`src/rtl/sm4cbc_pkg.sv`:
```
// sm4cbc_pkg: constants, s-box table and round functions for the sm4 cbc cipher
// used by the round unit and the top level; no dependencies

package sm4cbc_pkg;

   localparam int unsigned NumRoundsDefault = 32;
   localparam int unsigned WordWidth = 32;
   localparam int unsigned HalfWidth = 64;
   localparam int unsigned CsrIndexWidth = 3;

   typedef logic [WordWidth-1:0] word_type;
   typedef logic [HalfWidth-1:0] half_type;
   typedef logic [CsrIndexWidth-1:0] csr_index_type;

   localparam csr_index_type CSR_KEY_HIGH = 3'd0;
   localparam csr_index_type CSR_KEY_LOW = 3'd1;
   localparam csr_index_type CSR_IV_HIGH = 3'd2;
   localparam csr_index_type CSR_IV_LOW = 3'd3;
   localparam csr_index_type CSR_DECRYPT_MODE = 3'd4;

   localparam word_type FK0 = 32'ha3b1bac6;
   localparam word_type FK1 = 32'h56aa3350;
   localparam word_type FK2 = 32'h677d9197;
   localparam word_type FK3 = 32'hb27022dc;

   localparam logic [7:0] SBOX_TABLE [256] = '{
      8'hd6,8'h90,8'he9,8'hfe,8'hcc,8'he1,8'h3d,8'hb7,8'h16,8'hb6,8'h14,8'hc2,8'h28,8'hfb,8'h2c,8'h05,
      8'h2b,8'h67,8'h9a,8'h76,8'h2a,8'hbe,8'h04,8'hc3,8'haa,8'h44,8'h13,8'h26,8'h49,8'h86,8'h06,8'h99,
      8'h9c,8'h42,8'h50,8'hf4,8'h91,8'hef,8'h98,8'h7a,8'h33,8'h54,8'h0b,8'h43,8'hed,8'hcf,8'hac,8'h62,
      8'he4,8'hb3,8'h1c,8'ha9,8'hc9,8'h08,8'he8,8'h95,8'h80,8'hdf,8'h94,8'hfa,8'h75,8'h8f,8'h3f,8'ha6,
      8'h47,8'h07,8'ha7,8'hfc,8'hf3,8'h73,8'h17,8'hba,8'h83,8'h59,8'h3c,8'h19,8'he6,8'h85,8'h4f,8'ha8,
      8'h68,8'h6b,8'h81,8'hb2,8'h71,8'h64,8'hda,8'h8b,8'hf8,8'heb,8'h0f,8'h4b,8'h70,8'h56,8'h9d,8'h35,
      8'h1e,8'h24,8'h0e,8'h5e,8'h63,8'h58,8'hd1,8'ha2,8'h25,8'h22,8'h7c,8'h3b,8'h01,8'h21,8'h78,8'h87,
      8'hd4,8'h00,8'h46,8'h57,8'h9f,8'hd3,8'h27,8'h52,8'h4c,8'h36,8'h02,8'he7,8'ha0,8'hc4,8'hc8,8'h9e,
      8'hea,8'hbf,8'h8a,8'hd2,8'h40,8'hc7,8'h38,8'hb5,8'ha3,8'hf7,8'hf2,8'hce,8'hf9,8'h61,8'h15,8'ha1,
      8'he0,8'hae,8'h5d,8'ha4,8'h9b,8'h34,8'h1a,8'h55,8'had,8'h93,8'h32,8'h30,8'hf5,8'h8c,8'hb1,8'he3,
      8'h1d,8'hf6,8'he2,8'h2e,8'h82,8'h66,8'hca,8'h60,8'hc0,8'h29,8'h23,8'hab,8'h0d,8'h53,8'h4e,8'h6f,
      8'hd5,8'hdb,8'h37,8'h45,8'hde,8'hfd,8'h8e,8'h2f,8'h03,8'hff,8'h6a,8'h72,8'h6d,8'h6c,8'h5b,8'h51,
      8'h8d,8'h1b,8'haf,8'h92,8'hbb,8'hdd,8'hbc,8'h7f,8'h11,8'hd9,8'h5c,8'h41,8'h1f,8'h10,8'h5a,8'hd8,
      8'h0a,8'hc1,8'h31,8'h88,8'ha5,8'hcd,8'h7b,8'hbd,8'h2d,8'h74,8'hd0,8'h12,8'hb8,8'he5,8'hb4,8'hb0,
      8'h89,8'h69,8'h97,8'h4a,8'h0c,8'h96,8'h77,8'h7e,8'h65,8'hb9,8'hf1,8'h09,8'hc5,8'h6e,8'hc6,8'h84,
      8'h18,8'hf0,8'h7d,8'hec,8'h3a,8'hdc,8'h4d,8'h20,8'h79,8'hee,8'h5f,8'h3e,8'hd7,8'hcb,8'h39,8'h48
   };

   function automatic word_type rol(input word_type x, input int unsigned n);
      return (x << n) | (x >> (WordWidth - n));
   endfunction

   function automatic word_type subst(input word_type x);
      return {SBOX_TABLE[x[31:24]], SBOX_TABLE[x[23:16]],
              SBOX_TABLE[x[15:8]], SBOX_TABLE[x[7:0]]};
   endfunction

   function automatic word_type mix_data(input word_type x);
      return x ^ rol(x, 2) ^ rol(x, 10) ^ rol(x, 18) ^ rol(x, 24);
   endfunction

   function automatic word_type mix_key(input word_type x);
      return x ^ rol(x, 13) ^ rol(x, 23);
   endfunction

   // byte j of the constant for round r is ((4r + j) * 7) mod 256
   function automatic word_type ck_word(input logic [7:0] r);
      word_type w;
      logic [7:0] b;
      w = '0;
      for (int j = 0; j < 4; j++) begin
         b = {r[5:0], 2'b00} + 8'(j);
         w = {w[23:0], 8'((b << 3) - b)};
      end
      return w;
   endfunction

endpackage

```
`src/rtl/sm4cbc_if.sv`:
```
// sm4cbc_req_if and sm4cbc_rsp_if: valid/ready channels for requests and results
// depends on sm4cbc_pkg

interface sm4cbc_req_if
   import sm4cbc_pkg::*;
   ();
   logic valid;
   logic ready;
   half_type block_high;
   half_type block_low;
   logic new_message;

   modport source (output valid, block_high, block_low, new_message, input ready);
   modport sink (input valid, block_high, block_low, new_message, output ready);
endinterface

interface sm4cbc_rsp_if
   import sm4cbc_pkg::*;
   ();
   logic valid;
   logic ready;
   half_type out_high;
   half_type out_low;

   modport source (output valid, out_high, out_low, input ready);
   modport sink (input valid, out_high, out_low, output ready);
endinterface

```
`src/rtl/sm4cbc_ram.sv`:
```
// sm4cbc_ram: generic single write port ram with registered read
// no dependencies

module sm4cbc_ram #(
   parameter int unsigned WIDTH = 32,
   parameter int unsigned DEPTH = 32
) (
   input  logic                     clock,
   input  logic                     wr_en,
   input  logic [$clog2(DEPTH)-1:0] wr_addr,
   input  logic [WIDTH-1:0]         wr_data,
   input  logic [$clog2(DEPTH)-1:0] rd_addr,
   output logic [WIDTH-1:0]         rd_data
);

   logic [WIDTH-1:0] mem_ff [DEPTH];
   logic [WIDTH-1:0] rd_data_ff;

   always_ff @(posedge clock) begin
      if (wr_en) begin
         mem_ff[wr_addr] <= wr_data;
      end
      rd_data_ff <= mem_ff[rd_addr];
   end

   assign rd_data = rd_data_ff;

endmodule

```
`src/rtl/sm4cbc_round.sv`:
```
// sm4cbc_round: shared sm4 round function for key expansion and data rounds
// depends on sm4cbc_pkg

module sm4cbc_round
   import sm4cbc_pkg::*;
(
   input  logic     key_sched,
   input  word_type w0,
   input  word_type w1,
   input  word_type w2,
   input  word_type w3,
   input  word_type rk,
   output word_type result
);

   word_type t;

   always_comb begin
      t = subst(w1 ^ w2 ^ w3 ^ rk);
      result = w0 ^ (key_sched ? mix_key(t) : mix_data(t));
   end

endmodule

```
`src/rtl/sm4cbc_top_stub.sv`:
```
// sm4cbc_seq: word shift register fed by the round unit that it instantiates
// depends on sm4cbc_pkg and sm4cbc_round

module sm4cbc_seq
   import sm4cbc_pkg::*;
(
   input  logic                          clock,
   input  logic                          load,
   input  logic [4*WordWidth-1:0]        load_data,
   input  logic                          step,
   input  logic                          key_sched,
   input  word_type                      rk,
   output logic [4*WordWidth-1:0]        words,
   output word_type                      new_word
);

   word_type w_ff [4];
   word_type w_in [4];

   sm4cbc_round u_round (
      .key_sched (key_sched),
      .w0        (w_ff[0]),
      .w1        (w_ff[1]),
      .w2        (w_ff[2]),
      .w3        (w_ff[3]),
      .rk        (rk),
      .result    (new_word)
   );

   always_comb begin
      w_in = w_ff;
      if (load) begin
         w_in[0] = load_data[127:96];
         w_in[1] = load_data[95:64];
         w_in[2] = load_data[63:32];
         w_in[3] = load_data[31:0];
      end else if (step) begin
         w_in[0] = w_ff[1];
         w_in[1] = w_ff[2];
         w_in[2] = w_ff[3];
         w_in[3] = new_word;
      end
   end

   always_ff @(posedge clock) begin
      w_ff <= w_in;
   end

   // after the last round the words read back in reverse order
   assign words = {w_ff[3], w_ff[2], w_ff[1], w_ff[0]};

endmodule

```
`src/rtl/sm4_cbc_block_cipher.sv`:
```
// sm4_cbc_block_cipher: sm4-128 cbc block cipher, one 128-bit block per request
// depends on sm4cbc_pkg, sm4cbc_if, sm4cbc_ram, sm4cbc_seq
//
// usage: key, iv and decrypt_mode are written over the csr port while the block
// is idle. each request carries one 128-bit block; new_message restarts the chain
// from the iv and expands the round keys again. each request gives one result.
// sequence: a request without key expansion goes through a load step, the rounds
// (one round per cycle through the shared round unit) and a chaining step before
// its result is valid; a message start, or the first request after reset, first
// runs the key expansion rounds on the same round unit.
// a new request is taken only once the previous one has left the rounds and the
// chaining step; req_chan.ready is high only while no request is in progress.
// the result sits in an output register: a new request is taken while it waits,
// but the chaining cycle holds until the receiver takes the previous result.
// reset clears the csr registers, the chain and the key-valid flag, so the first
// request always expands the key. round keys live in a ram with no reset.

module sm4_cbc_block_cipher
   import sm4cbc_pkg::*;
#(
   parameter int unsigned NUM_ROUNDS = NumRoundsDefault
) (
   input  logic                 clock,
   input  logic                 reset,
   sm4cbc_req_if.sink           req_chan,
   sm4cbc_rsp_if.source         rsp_chan,
   input  logic                 csr_write_enable,
   input  csr_index_type        csr_index,
   input  half_type             csr_write_data
);

   localparam int unsigned CntWidth = $clog2(NUM_ROUNDS);
   localparam logic [CntWidth-1:0] LastRound = CntWidth'(NUM_ROUNDS - 1);

   typedef enum logic [2:0] {
      ST_IDLE,
      ST_EXPAND,
      ST_PREP,
      ST_ROUND,
      ST_FINISH
   } state_type;

   state_type state_ff, state_in;
   logic [CntWidth-1:0] cnt_ff, cnt_in;
   logic keys_valid_ff, keys_valid_in;
   logic rsp_valid_ff, rsp_valid_in;
   logic [127:0] blk_ff, blk_in;
   logic [127:0] chain_ff, chain_in;
   logic [127:0] out_ff, out_in;

   half_type key_high_ff, key_low_ff, iv_high_ff, iv_low_ff;
   logic decrypt_mode_ff;

   logic accept;
   logic seq_load, seq_step, key_sched;
   logic [127:0] seq_load_data, words, result;
   word_type new_word, rk, rk_rd;
   logic [CntWidth-1:0] rd_addr, cnt_next;
   logic ram_wr;

   // csr registers
   always_ff @(posedge clock) begin
      if (reset) begin
         key_high_ff <= '0;
         key_low_ff <= '0;
         iv_high_ff <= '0;
         iv_low_ff <= '0;
         decrypt_mode_ff <= 1'b0;
      end else if (csr_write_enable) begin
         case (csr_index)
            CSR_KEY_HIGH: key_high_ff <= csr_write_data;
            CSR_KEY_LOW: key_low_ff <= csr_write_data;
            CSR_IV_HIGH: iv_high_ff <= csr_write_data;
            CSR_IV_LOW: iv_low_ff <= csr_write_data;
            CSR_DECRYPT_MODE: decrypt_mode_ff <= csr_write_data[0];
            default: ;
         endcase
      end
   end

   assign req_chan.ready = (state_ff == ST_IDLE);
   assign accept = req_chan.valid && (state_ff == ST_IDLE);

   assign key_sched = (state_ff == ST_EXPAND);
   assign ram_wr = (state_ff == ST_EXPAND);
   assign rk = key_sched ? ck_word(8'(cnt_ff)) : rk_rd;
   assign cnt_next = cnt_ff + 1'b1;
   assign result = decrypt_mode_ff ? (words ^ chain_ff) : words;

   always_comb begin
      if (state_ff == ST_PREP) begin
         rd_addr = decrypt_mode_ff ? LastRound : '0;
      end else begin
         rd_addr = decrypt_mode_ff ? LastRound - cnt_next : cnt_next;
      end
   end

   sm4cbc_ram #(
      .WIDTH (WordWidth),
      .DEPTH (NUM_ROUNDS)
   ) u_rk_ram (
      .clock   (clock),
      .wr_en   (ram_wr),
      .wr_addr (cnt_ff),
      .wr_data (new_word),
      .rd_addr (rd_addr),
      .rd_data (rk_rd)
   );

   sm4cbc_seq u_seq (
      .clock     (clock),
      .load      (seq_load),
      .load_data (seq_load_data),
      .step      (seq_step),
      .key_sched (key_sched),
      .rk        (rk),
      .words     (words),
      .new_word  (new_word)
   );

   always_comb begin
      state_in = state_ff;
      cnt_in = cnt_ff;
      keys_valid_in = keys_valid_ff;
      rsp_valid_in = rsp_valid_ff && !rsp_chan.ready;
      blk_in = blk_ff;
      chain_in = chain_ff;
      out_in = out_ff;
      seq_load = 1'b0;
      seq_step = 1'b0;
      seq_load_data = '0;
      case (state_ff)
         ST_IDLE: begin
            if (accept) begin
               blk_in = {req_chan.block_high, req_chan.block_low};
               cnt_in = '0;
               if (req_chan.new_message || !keys_valid_ff) begin
                  seq_load = 1'b1;
                  seq_load_data = {key_high_ff ^ {FK0, FK1}, key_low_ff ^ {FK2, FK3}};
                  chain_in = {iv_high_ff, iv_low_ff};
                  keys_valid_in = 1'b1;
                  state_in = ST_EXPAND;
               end else begin
                  state_in = ST_PREP;
               end
            end
         end
         ST_EXPAND: begin
            seq_step = 1'b1;
            cnt_in = cnt_next;
            if (cnt_ff == LastRound) begin
               state_in = ST_PREP;
            end
         end
         ST_PREP: begin
            seq_load = 1'b1;
            seq_load_data = decrypt_mode_ff ? blk_ff : (blk_ff ^ chain_ff);
            cnt_in = '0;
            state_in = ST_ROUND;
         end
         ST_ROUND: begin
            seq_step = 1'b1;
            cnt_in = cnt_next;
            if (cnt_ff == LastRound) begin
               state_in = ST_FINISH;
            end
         end
         ST_FINISH: begin
            if (!rsp_valid_ff || rsp_chan.ready) begin
               out_in = result;
               rsp_valid_in = 1'b1;
               chain_in = decrypt_mode_ff ? blk_ff : words;
               state_in = ST_IDLE;
            end
         end
         default: state_in = ST_IDLE;
      endcase
   end

   always_ff @(posedge clock) begin
      if (reset) begin
         state_ff <= ST_IDLE;
         cnt_ff <= '0;
         keys_valid_ff <= 1'b0;
         rsp_valid_ff <= 1'b0;
         chain_ff <= '0;
      end else begin
         state_ff <= state_in;
         cnt_ff <= cnt_in;
         keys_valid_ff <= keys_valid_in;
         rsp_valid_ff <= rsp_valid_in;
         chain_ff <= chain_in;
      end
      blk_ff <= blk_in;
      out_ff <= out_in;
   end

   assign rsp_chan.valid = rsp_valid_ff;
   assign rsp_chan.out_high = out_ff[127:64];
   assign rsp_chan.out_low = out_ff[63:0];

endmodule
```
`src/flat_wrapper.sv`:
```
// flat-port wrapper written by rule: the top's interface ports become plain ports
module sm4_cbc_block_cipher_flat import sm4cbc_pkg::*;
#(
   parameter int unsigned NUM_ROUNDS = NumRoundsDefault
)
  (clock, reset, csr_write_enable, csr_index, csr_write_data, req_chan_valid, req_chan_block_high, req_chan_block_low, req_chan_new_message, req_chan_ready, rsp_chan_valid, rsp_chan_out_high, rsp_chan_out_low, rsp_chan_ready);
  sm4cbc_req_if req_chan_i ();
  sm4cbc_rsp_if rsp_chan_i ();
  input  logic clock;
  input  logic reset;
  input  logic csr_write_enable;
  input  csr_index_type csr_index;
  input  half_type csr_write_data;
  input wire logic [$bits(req_chan_i.valid)-1:0] req_chan_valid;
  input wire logic [$bits(req_chan_i.block_high)-1:0] req_chan_block_high;
  input wire logic [$bits(req_chan_i.block_low)-1:0] req_chan_block_low;
  input wire logic [$bits(req_chan_i.new_message)-1:0] req_chan_new_message;
  output wire logic [$bits(req_chan_i.ready)-1:0] req_chan_ready;
  output wire logic [$bits(rsp_chan_i.valid)-1:0] rsp_chan_valid;
  output wire logic [$bits(rsp_chan_i.out_high)-1:0] rsp_chan_out_high;
  output wire logic [$bits(rsp_chan_i.out_low)-1:0] rsp_chan_out_low;
  input wire logic [$bits(rsp_chan_i.ready)-1:0] rsp_chan_ready;
  assign req_chan_i.valid = req_chan_valid;
  assign req_chan_i.block_high = req_chan_block_high;
  assign req_chan_i.block_low = req_chan_block_low;
  assign req_chan_i.new_message = req_chan_new_message;
  assign req_chan_ready = req_chan_i.ready;
  assign rsp_chan_valid = rsp_chan_i.valid;
  assign rsp_chan_out_high = rsp_chan_i.out_high;
  assign rsp_chan_out_low = rsp_chan_i.out_low;
  assign rsp_chan_i.ready = rsp_chan_ready;
  sm4_cbc_block_cipher #(.NUM_ROUNDS(NUM_ROUNDS)) u_core (.clock(clock), .reset(reset), .req_chan(req_chan_i), .rsp_chan(rsp_chan_i), .csr_write_enable(csr_write_enable), .csr_index(csr_index), .csr_write_data(csr_write_data));
endmodule
```
`config.mk`:
```
export PLATFORM = sky130hd
export DESIGN_NAME = sm4_cbc_block_cipher_flat
export DESIGN_NICKNAME = d
export VERILOG_FILES = /design/src/rtl/sm4cbc_pkg.sv /design/src/rtl/sm4cbc_if.sv /design/src/rtl/sm4cbc_ram.sv /design/src/rtl/sm4cbc_round.sv /design/src/rtl/sm4cbc_top_stub.sv /design/src/rtl/sm4_cbc_block_cipher.sv /design/src/flat_wrapper.sv
export SDC_FILE = /design/constraint.sdc
export NUM_CORES = 2
export LEC_CHECK = 0
export BUFFER_PORTS_ARGS = -buffer_cell sky130_fd_sc_hd__buf_2
export CORE_ASPECT_RATIO = 1.2
export CORE_MARGIN = 5
export CORE_UTILIZATION = 35
export DETAILED_ROUTE_END_ITERATION = 8
export HOLD_SLACK_MARGIN = 0.12
export PLACE_DENSITY = 0.58
export SKIP_LAST_GASP = 1
export SYNTH_ARGS = -nofsm -noshare
export SYNTH_HDL_FRONTEND = slang
export SYNTH_SLANG_ARGS = --single-unit
```
`constraint.sdc`:
```
create_clock -name clock -period 7.8 [get_ports clock]
set_input_delay 0.78 -clock clock [delete_from_list [all_inputs] [get_ports clock]]
set_output_delay 0.78 -clock clock [all_outputs]
set_load 0.05 [all_outputs]
```
==> impl_metrics.yaml <==
min_path:
  hold_class: "in -> reg"
  min_from: "req_chan_block_high[34]"
run:
  maxCapViolCount: 0
finish:
  drive_above_1_share_pct: 18.5
  nFillCells: 23866
  final_common_cell: "edfxtp_1"
  final_cell_mix: "1408 x edfxtp_1, 971 x nand2_1, 593 x a21oi_1"
  nets: 8111
  finish.instance_area_mm2: 0.104
  area_delta_synth_final_pct: 15.6
synth:
  synth_top_family_by_area: "compound AO/OA/AOI/OAI gates"
  synth.avg_cell_area_um2: 12.0
  ys_types: 104
  synth-compound-area-share_pct: 13.2
  yosysWarnings: 0
  synth_seq_cells: 1835
  synth-xor-area-share_pct: 5.69
  synth-async-reset-ratio_pct: 0
  yosys-mux-area-fraction_pct: 11.2
  syn_inst: 7543
  synth_ff_type: "edfxtp_1"
  mappedNetlistArea_mm2: 0.0903
  synth_fa_ha_area_share_pct: 0.710
  yosysSeqAreaShare_pct: 56.3
  synth-simple-area-share_pct: 9.81
  syn-num-nets: 7793
  synth_edf_count: 1408
cts:
  postCtsHoldBufs: 94
  clk_latency_ps: 910
  post_cts_resized: 0
  clockBufferDepth: 4
  cts_setup_buffers: 0
  clk_root_buffer_cell: "clkbuf_16"
  cts_sinks: 1835
  cts.htree.levels: 4
  cts_tree: "done"
  cts_made_buffers: 190
  clkTransAtPathRegs_ps: 60
drt:
  wl_per_cell_um: 31.5
  postRouteWirelength_um: 361000
  ant_nets: 0
  vias: 68559
  via_per_inst: 5.99
  dr.first_iter.drc_count: 8177
  first_pass_iters: 7
  detail_route.drc_violations: 0
critical_path:
  arrival_ps: 7510
  worst_setup_path_start_kind: "register"
  reg2reg_from: "u_core.state_ff[2]"
  critPathCaptureType: "register"
  worstPathRequired_ps: 8410
  worstPathMaxFanout: 24
  startpoint: "u_core.state_ff[2]"
  critPathKind: "reg -> reg"
sta:
  relSlewSlack_pct: 18.6
  setup_viol_count_final: 0
  worst_slew_pin_slew_ps: 1210
  period_needed_ps: 6910
  fmax_mhz: 145
  fin_worst_skew_ps: 94.4
  setup_tns_ps: 0
  rsz0062_at_grt: "false"
  slew_viol_final: 0
  fin_crit_sh_pct: 88.6
  hold_viol: 0
placed_design:
  place_congestion: 0.980
  placed_area_mm2: 0.0973
  hpwlAfterDp_um: 232000
  io_buffer_count: 330
grt:
  antenna_found_initial: 22
  grt_util_all_layers_pct: 25.8
  grt_pass1_wl_um: 506000
  grt_max_degree: 186
  grt_pass1_vias: 66492
  overflow: 0
floorplan:
  die_area_mm2: 0.268
  die_h_um: 566
  initial_utilization_pct: 35.1
  pin_count: 331
  core-area_mm2: 0.257
  rows: 204
  chipWidth_um: 474
run_status:
  status: "complete, no violations"
==> metrics by stage <==
step | cells | hold WS, ps | util (%) | worst slack, ps
global placement | 10974 | 441 | 37.9 | 821
finish | 11445 | 159 | 40.6 | 893
CTS | 11410 | 123 | 40.6 | 1040
detailed placement | 10974 | 447 | 37.9 | 1040
global route | 11437 | 134 | 40.6 | 696
floorplan | 7543 | 436 | - | 1390
==> area by class of cell <==
cell class,count,area (um2),share of cell area (%)
Antenna cell,35,87.6,0.0839
Clock buffer,238,5060,4.84
Clock inverter,104,943,0.904
Inverter,49,184,0.176
Multi-Input combinational cell,5032,37600,36.1
Sequential cell,1835,50800,48.7
Tap cell,3399,4250,4.07
Timing Repair Buffer,753,5360,5.14
==> routing by layer <==
layer	global-route usage [%]	wire length [um]	vias up	part of all wire (%)
met2	42.6	171000	3590	47
met4	14.3	24500	2	6.8
met5	0	11	-	0.0031
li1	-	-	29128	-
met3	4.33	27500	873	7.6
met1	32.3	138000	34966	38
==> cells by family (layout without fill, tap and decap cells) <==
family / Yosys count / count (layout)
buffers and inverters: 676 / 1144
other: 0 / 35
XOR/XNOR: 557 / 557
adder cells (fa/ha/maj): 51 / 51
multiplexers: 580 / 580
AO/OA/AOI/OAI: 1757 / 1757
AND/OR/NAND/NOR: 2087 / 2087
flip-flops: 1835 / 1835
==> critical path, stage by stage, from the launching register on <==
cell       delay (ps)
dfxtp_1           700
or3b_4            660
nand2_1           200
xor2_2            220
buf_4             370
ha_1              630
buf_4             290
nand2b_1          310
o21ai_0           210
mux4_2            480
o21ai_0           500
a2111oi_2         160
buf_4             220
xnor2_1           530
xnor2_1           170
xnor2_1           310
o211ai_1          380
buf_4             270
==> final timing paths <==
kind | to | slack, ps | depth (start not counted)
setup reg to reg | u_core.u_seq.words[113] | 890 | 17
setup / recovery | u_core.u_seq.words[113] | 890 | 17
hold / removal | u_core.blk_ff[98] | 160 | 1
hold reg to reg | u_core.iv_low_ff[10] | 450 | 2
==> synthesized netlist by cell type (20+ instances only) <==
cell type | count | share of area, %
o2111ai_1 | 23 | 0.22
edfxtp_1 | 1408 | 47
o221ai_1 | 96 | 0.93
o21ai_0 | 221 | 1.2
o211ai_1 | 72 | 0.60
nor2_1 | 628 | 2.6
nand4_1 | 22 | 0.15
o31ai_1 | 23 | 0.19
a221o_1 | 62 | 0.69
a22oi_1 | 21 | 0.17
buf_2 | 80 | 0.44
nor3_1 | 108 | 0.60
a2111oi_0 | 27 | 0.26
a311oi_1 | 38 | 0.37
xor2_1 | 109 | 1.1
mux4_2 | 339 | 8.5
a21oi_1 | 594 | 3.3
o311ai_0 | 46 | 0.45
inv_1 | 41 | 0.17
a221oi_1 | 41 | 0.40
nand2b_1 | 30 | 0.21
a21o_1 | 20 | 0.17
xnor2_1 | 425 | 4.1
mux2i_1 | 201 | 2.2
dfxtp_1 | 427 | 9.5
ha_1 | 48 | 0.67
buf_1 | 82 | 0.34
a31oi_1 | 45 | 0.31
clkbuf_1 | 438 | 1.8
mux2_2 | 34 | 0.42
o22ai_1 | 46 | 0.32
nor2b_1 | 125 | 0.87
nand2_1 | 976 | 4.1
nand3_1 | 98 | 0.54
a211oi_1 | 199 | 1.7
a211o_1 | 21 | 0.20
==> state kept, by name, indices dropped and copies added, names as in the netlist <==
register and flops:
u_core.u_rk_ram.mem_ff 1024, u_core.keys_valid_ff 1, u_core.out_ff 128, u_core.blk_ff 128
u_core.cnt_ff 5, u_core.state_ff 3, u_core.iv_low_ff 64, u_core.chain_ff 128
u_core.u_seq.words 128, u_core.u_rk_ram.rd_data 32, u_core.key_high_ff 64, u_core.rsp_chan.valid 1
u_core.key_low_ff 64, u_core.decrypt_mode_ff 1, u_core.iv_high_ff 64
Power is not shown: default switching activity piles up to over one toggle a cycle in this logic, so the estimate is an artifact.
